**config.mk**
```make
export PLATFORM = sky130hd
export DESIGN_NAME = rv32m_cell
export DESIGN_NICKNAME = d
export VERILOG_FILES = /design/src/design/rv32m_pkg.sv /design/src/design/rv32m_cell.sv
export SDC_FILE = /design/constraint.sdc
export NUM_CORES = 2
export LEC_CHECK = 0
export BUFFER_PORTS_ARGS = -buffer_cell sky130_fd_sc_hd__buf_2
export CAP_MARGIN = 20
export CORE_ASPECT_RATIO = 0.5
export CORE_MARGIN = 2
export CORE_UTILIZATION = 58
export CTS_CLUSTER_DIAMETER = 100
export DETAILED_ROUTE_END_ITERATION = 12
export PLACE_DENSITY = 0.83
export RECOVER_POWER = 50
export SLEW_MARGIN = 15
export SYNTH_ARGS = -nofsm -noshare
export SYNTH_HDL_FRONTEND = slang
export SYNTH_SLANG_ARGS = --single-unit
```
**constraint.sdc**
```tcl
create_clock -name clk -period 9 [get_ports clk]
set_input_delay 1.8 -clock clk [delete_from_list [all_inputs] [get_ports clk]]
set_output_delay 1.8 -clock clk [all_outputs]
set_load 0.05 [all_outputs]
```
**src/design/rv32m_pkg.sv**
```systemverilog
// Package with types, codes and the cell stage record shared by the multiply/divide unit.
`default_nettype none
package rv32m_pkg;
  localparam int XLEN = 32;
  localparam int MulStages = 4;
  localparam int BitsPerStage = XLEN / MulStages;
  localparam logic [6:0] LegalFunct7 = 7'b0000001;

  typedef enum logic [2:0] {
    OP_MUL    = 3'b000,
    OP_MULH   = 3'b001,
    OP_MULHSU = 3'b010,
    OP_MULHU  = 3'b011,
    OP_DIV    = 3'b100,
    OP_DIVU   = 3'b101,
    OP_REM    = 3'b110,
    OP_REMU   = 3'b111
  } op_t;

  // Control riding along with each item through the chain.
  typedef struct packed {
    logic    valid;
    op_t     op;
    logic    illegal;
    logic    is_div;
    logic    neg_res;
    logic    div_zero;
    logic [XLEN-1:0] dividend;
  } ctl_t;

  // Data held by one cell: mul uses acc/mcand/mplier, div uses rem/quo/divisor.
  typedef struct packed {
    logic [2*XLEN-1:0] acc;
    logic [2*XLEN-1:0] mcand;
    logic [XLEN-1:0]   mplier;
    logic [XLEN:0]     rem;
    logic [XLEN-1:0]   quo;
    logic [XLEN-1:0]   divisor;
  } dat_t;
endpackage
`default_nettype wire

```
**src/design/rv32m_cell.sv**
```systemverilog
// One chain cell: one partial-product slice or one divide step per enabled cycle.
`default_nettype none
module rv32m_cell (
  input  wire logic            clk,
  input  wire logic            rst,
  input  wire logic            en,
  input  wire rv32m_pkg::ctl_t ctl_in,
  input  wire rv32m_pkg::dat_t dat_in,
  output rv32m_pkg::ctl_t      ctl_out,
  output rv32m_pkg::dat_t      dat_out
);
  rv32m_pkg::dat_t dat_next;
  logic [rv32m_pkg::XLEN:0]   shifted;
  logic [rv32m_pkg::XLEN:0]   diff;
  logic [2*rv32m_pkg::XLEN-1:0] part;

  always_comb begin
    dat_next = dat_in;
    // Multiply: BitsPerStage multiplier bits times the full multiplicand.
    part = dat_in.mcand *
           {{(2*rv32m_pkg::XLEN-rv32m_pkg::BitsPerStage){1'b0}},
            dat_in.mplier[rv32m_pkg::BitsPerStage-1:0]};
    // Divide: one restoring step, quotient bit shifted in at the bottom.
    shifted = {dat_in.rem[rv32m_pkg::XLEN-1:0], dat_in.quo[rv32m_pkg::XLEN-1]};
    diff    = shifted - {1'b0, dat_in.divisor};
    if (ctl_in.is_div) begin
      if (!diff[rv32m_pkg::XLEN]) begin
        dat_next.rem = diff;
        dat_next.quo = {dat_in.quo[rv32m_pkg::XLEN-2:0], 1'b1};
      end else begin
        dat_next.rem = shifted;
        dat_next.quo = {dat_in.quo[rv32m_pkg::XLEN-2:0], 1'b0};
      end
    end else begin
      dat_next.acc    = dat_in.acc + part;
      dat_next.mcand  = dat_in.mcand << rv32m_pkg::BitsPerStage;
      dat_next.mplier = dat_in.mplier >> rv32m_pkg::BitsPerStage;
    end
  end

  // Only the valid bit is reset; the payload simply follows it when enabled.
  always_ff @(posedge clk) begin
    if (rst) begin
      ctl_out.valid <= 1'b0;
    end else if (en) begin
      ctl_out.valid <= ctl_in.valid;
    end
    if (en) begin
      ctl_out.op       <= ctl_in.op;
      ctl_out.illegal  <= ctl_in.illegal;
      ctl_out.is_div   <= ctl_in.is_div;
      ctl_out.neg_res  <= ctl_in.neg_res;
      ctl_out.div_zero <= ctl_in.div_zero;
      ctl_out.dividend <= ctl_in.dividend;
      dat_out          <= dat_next;
    end
  end
endmodule
`default_nettype wire

```
==> metrics.txt <==
Final Skew=0 ps; WL/cell=20.9 um; worst relative slew slack=-2.44; Required @ worst endpoint=9360 ps; post-synthesis cell type count=75; I/O pin cnt=597; top cell type by total area after synthesis=edfxtp_1; P&R area growth vs syn=14.4%; FFs w/ async S/R, synth=0; Synth area leaders=edfxtp_1, fa_1, and2_1; commonest cells after routing, fill and taps aside=inv_1, buf_2, fa_1; Seq/Total Area, Yosys=0.297; total gr overflow=0; Max Freq=129 MHz; cells after synthesis=2906; static leakage=16.1 nW; commonest non-fill, non-tap cell in the layout=inv_1; Max FO, Critical Path=41; Clk pin slew, worst setup/hold paths=70 ps; RSZ-0062 raised after global routing=no; Post-synth EDFFs=296; Clock Tree Root=clkbuf_16; GR Util met3=0.0621; #FFs+latches synth=297; met1 GRT Util=0.402; Starting Density=0.592; first-pass GRT wire length=133000 um; multi-input combinational cell area=18600 um2; vias in the first global route=24302; vias per cell=5.61; setup violators final=0; final wirelength=86700 um; final instance area=34300 um2; max-cap check violation count=4; worst hold path class=flop to flop; CTS Buf Count=29; IO Port Bufs=596; CTS Sinks=297; FP Rows=58; Clock H-tree levels=1; outcome=complete, but fails checks; crit path capture type=flop; failing checks=max-capacitance violations, max-slew violations; minimum clock period=7770 ps; startpoint types=primary input; Mapped Area=30000 um2; M2 GR Usage=0.556; first drt pass iteration count=5; Reg area=8910 um2; die height=165 um; pin count of the biggest net entering global routing=157; Critical R2R Launch=ctl_out[39]$_SDFFE_PP0P_; DRC=0; initial antenna violation count=2; Routed Antenna Nets=0; crit share post-route=0.863; Post-CTS Resized=0; DR vias=23276; Hold-fix buffers, CTS=0; Layout Nets=4251; R2R depth=2; die area=53600 um2; filler cell count=3923; share of the synthesized area in the top cell type=0.297; layout cells sized above 1=0.203; Clock Latency Late Sink=610 ps; global routing's busiest layer=met2; PD cells=333 nW/um2; post-synth net total=3723; Tot GR Track Use=0.323; Reg2Reg Capture Point=ctl_out[39]$_SDFFE_PP0P_; CP Class=primary input to flop; DPL Wire Length=66500 um; hold wc startpoint=ctl_out[39]$_SDFFE_PP0P_; Iter 0 DRT Violations=1951; setup TNS=0 ps; Critical Path AT=8130 ps; top_reg_cell synth=edfxtp_1; hold path endpoint=ctl_out[39]$_SDFFE_PP0P_; Synth Warn #=0; flop2flop setup slack=8300 ps; Slew @ Worst Pin=5160 ps; DIE WIDTH=325 um; core area=50700 um2; fin. max-slew vios=395; Area after DPL=33500 um2; CTS tree=built; post-CTS setup buffers=0; Clock Path Buffers=3; GPL Wtd Cong=0.950; Worst VDD drop=0.000277 V; Fin. Hold Viols=0; Cells on Worst Hold Path=2; synthesized area per cell=10.3 um2
## cell families (layout without fill, tap and decap cells)
| group | Yosys count | count (layout) | share of synthesized area |
|---|---|---|---|
| buffers and inverters | 659 | 1206 | 0.0834 |
| flip-flops | 297 | 297 | 0.297 |
| adder cells (fa/ha/maj) | 517 | 517 | 0.319 |
| other | 0 | 4 | 0 |
| AND/OR/NAND/NOR | 805 | 805 | 0.137 |
| multiplexers | 148 | 148 | 0.0544 |
| AO/OA/AOI/OAI | 382 | 382 | 0.0801 |
| XOR/XNOR | 98 | 98 | 0.0286 |
## synth_stat cells, types with 29 or more instances
| library cell | number |
|---|---|
| a21o_1 | 35 |
| nand2_1 | 283 |
| xor2_1 | 29 |
| a21oi_1 | 132 |
| xnor2_1 | 69 |
| ha_1 | 106 |
| nor2_1 | 81 |
| clkbuf_1 | 103 |
| o21ai_0 | 105 |
| and2_1 | 354 |
| mux2_2 | 120 |
| edfxtp_1 | 296 |
| inv_1 | 539 |
| fa_1 | 411 |
## worst max-delay path by stage
| stage | start | end | slack [ps] | cells past startpoint |
|---|---|---|---|---|
| finish | dat_in[97] | dat_out[255]$_DFFE_PP_ | 1230 | 20 |
| global route | ctl_in[34] | dat_out[224]$_DFFE_PP_ | 850 | 3 |
| CTS | dat_in[97] | dat_out[255]$_DFFE_PP_ | 1400 | 20 |
| detailed placement | dat_in[97] | dat_out[255]$_DFFE_PP_ | 740 | 20 |
| global placement | dat_in[97] | dat_out[255]$_DFFE_PP_ | 910 | 20 |
| floorplan | dat_in[97] | dat_out[251]$_DFFE_PP_ | 1970 | 21 |
## routing by layer
metal / wire (um) / vias up
li1: - / 10334
met1: 32500 / 11588
met2: 42600 / 1125
met3: 7340 / 229
met4: 4270 / 0
met5: 0 / -
## worst max-delay path, cell delays in order
cell,delay (ps)
buf_2,810
nand2_1,190
fa_1,570
inv_1,60
fa_1,480
fa_1,540
inv_1,50
fa_1,470
inv_1,40
ha_1,380
nand2_1,190
nor4_2,390
o2111ai_1,260
o211ai_1,300
nand3_2,180
a21oi_4,330
a31oi_4,180
nor4_1,560
or4_1,210
nand3_1,70
## cell type report
type | instances | area share
inverters | 541 | 0.0592
clock inverters | 15 | 0.00438
clock buffers | 35 | 0.0218
multi-input cells | 1950 | 0.541
flip-flops and latches | 297 | 0.260
diodes | 4 | 0.000292
well taps | 690 | 0.0252
repair buffers | 615 | 0.0881
## where the power goes
group / leakage [nW] / switching (mW) / internal [mW]
combinational: 12.8 / 5.31 / 2.90
clock: 0.437 / 0.569 / 0.652
sequential: 2.90 / 0.0808 / 1.92
## sequential cells by signal, indices dropped and copies added, names as in the netlist
name,cells
dat_out,257
ctl_out,40
## stage by stage
| stage | utilization | cells | worst slack, ps | hold WS, ps | total power [mW] |
|---|---|---|---|---|---|
| final | 0.677 | 4147 | 1230 | 520 | 11.4 |
| after global routing | 0.677 | 4145 | 846 | 557 | 12.3 |
| after CTS | 0.680 | 4142 | 1400 | 521 | 11.4 |
| after detailed placement | 0.662 | 4092 | 736 | 507 | 10.1 |
| after global placement | 0.662 | 4092 | 915 | 468 | 9.93 |
| after floorplan | - | 2906 | 1970 | 733 | 8.05 |
(Power assumes the default switching activity.)
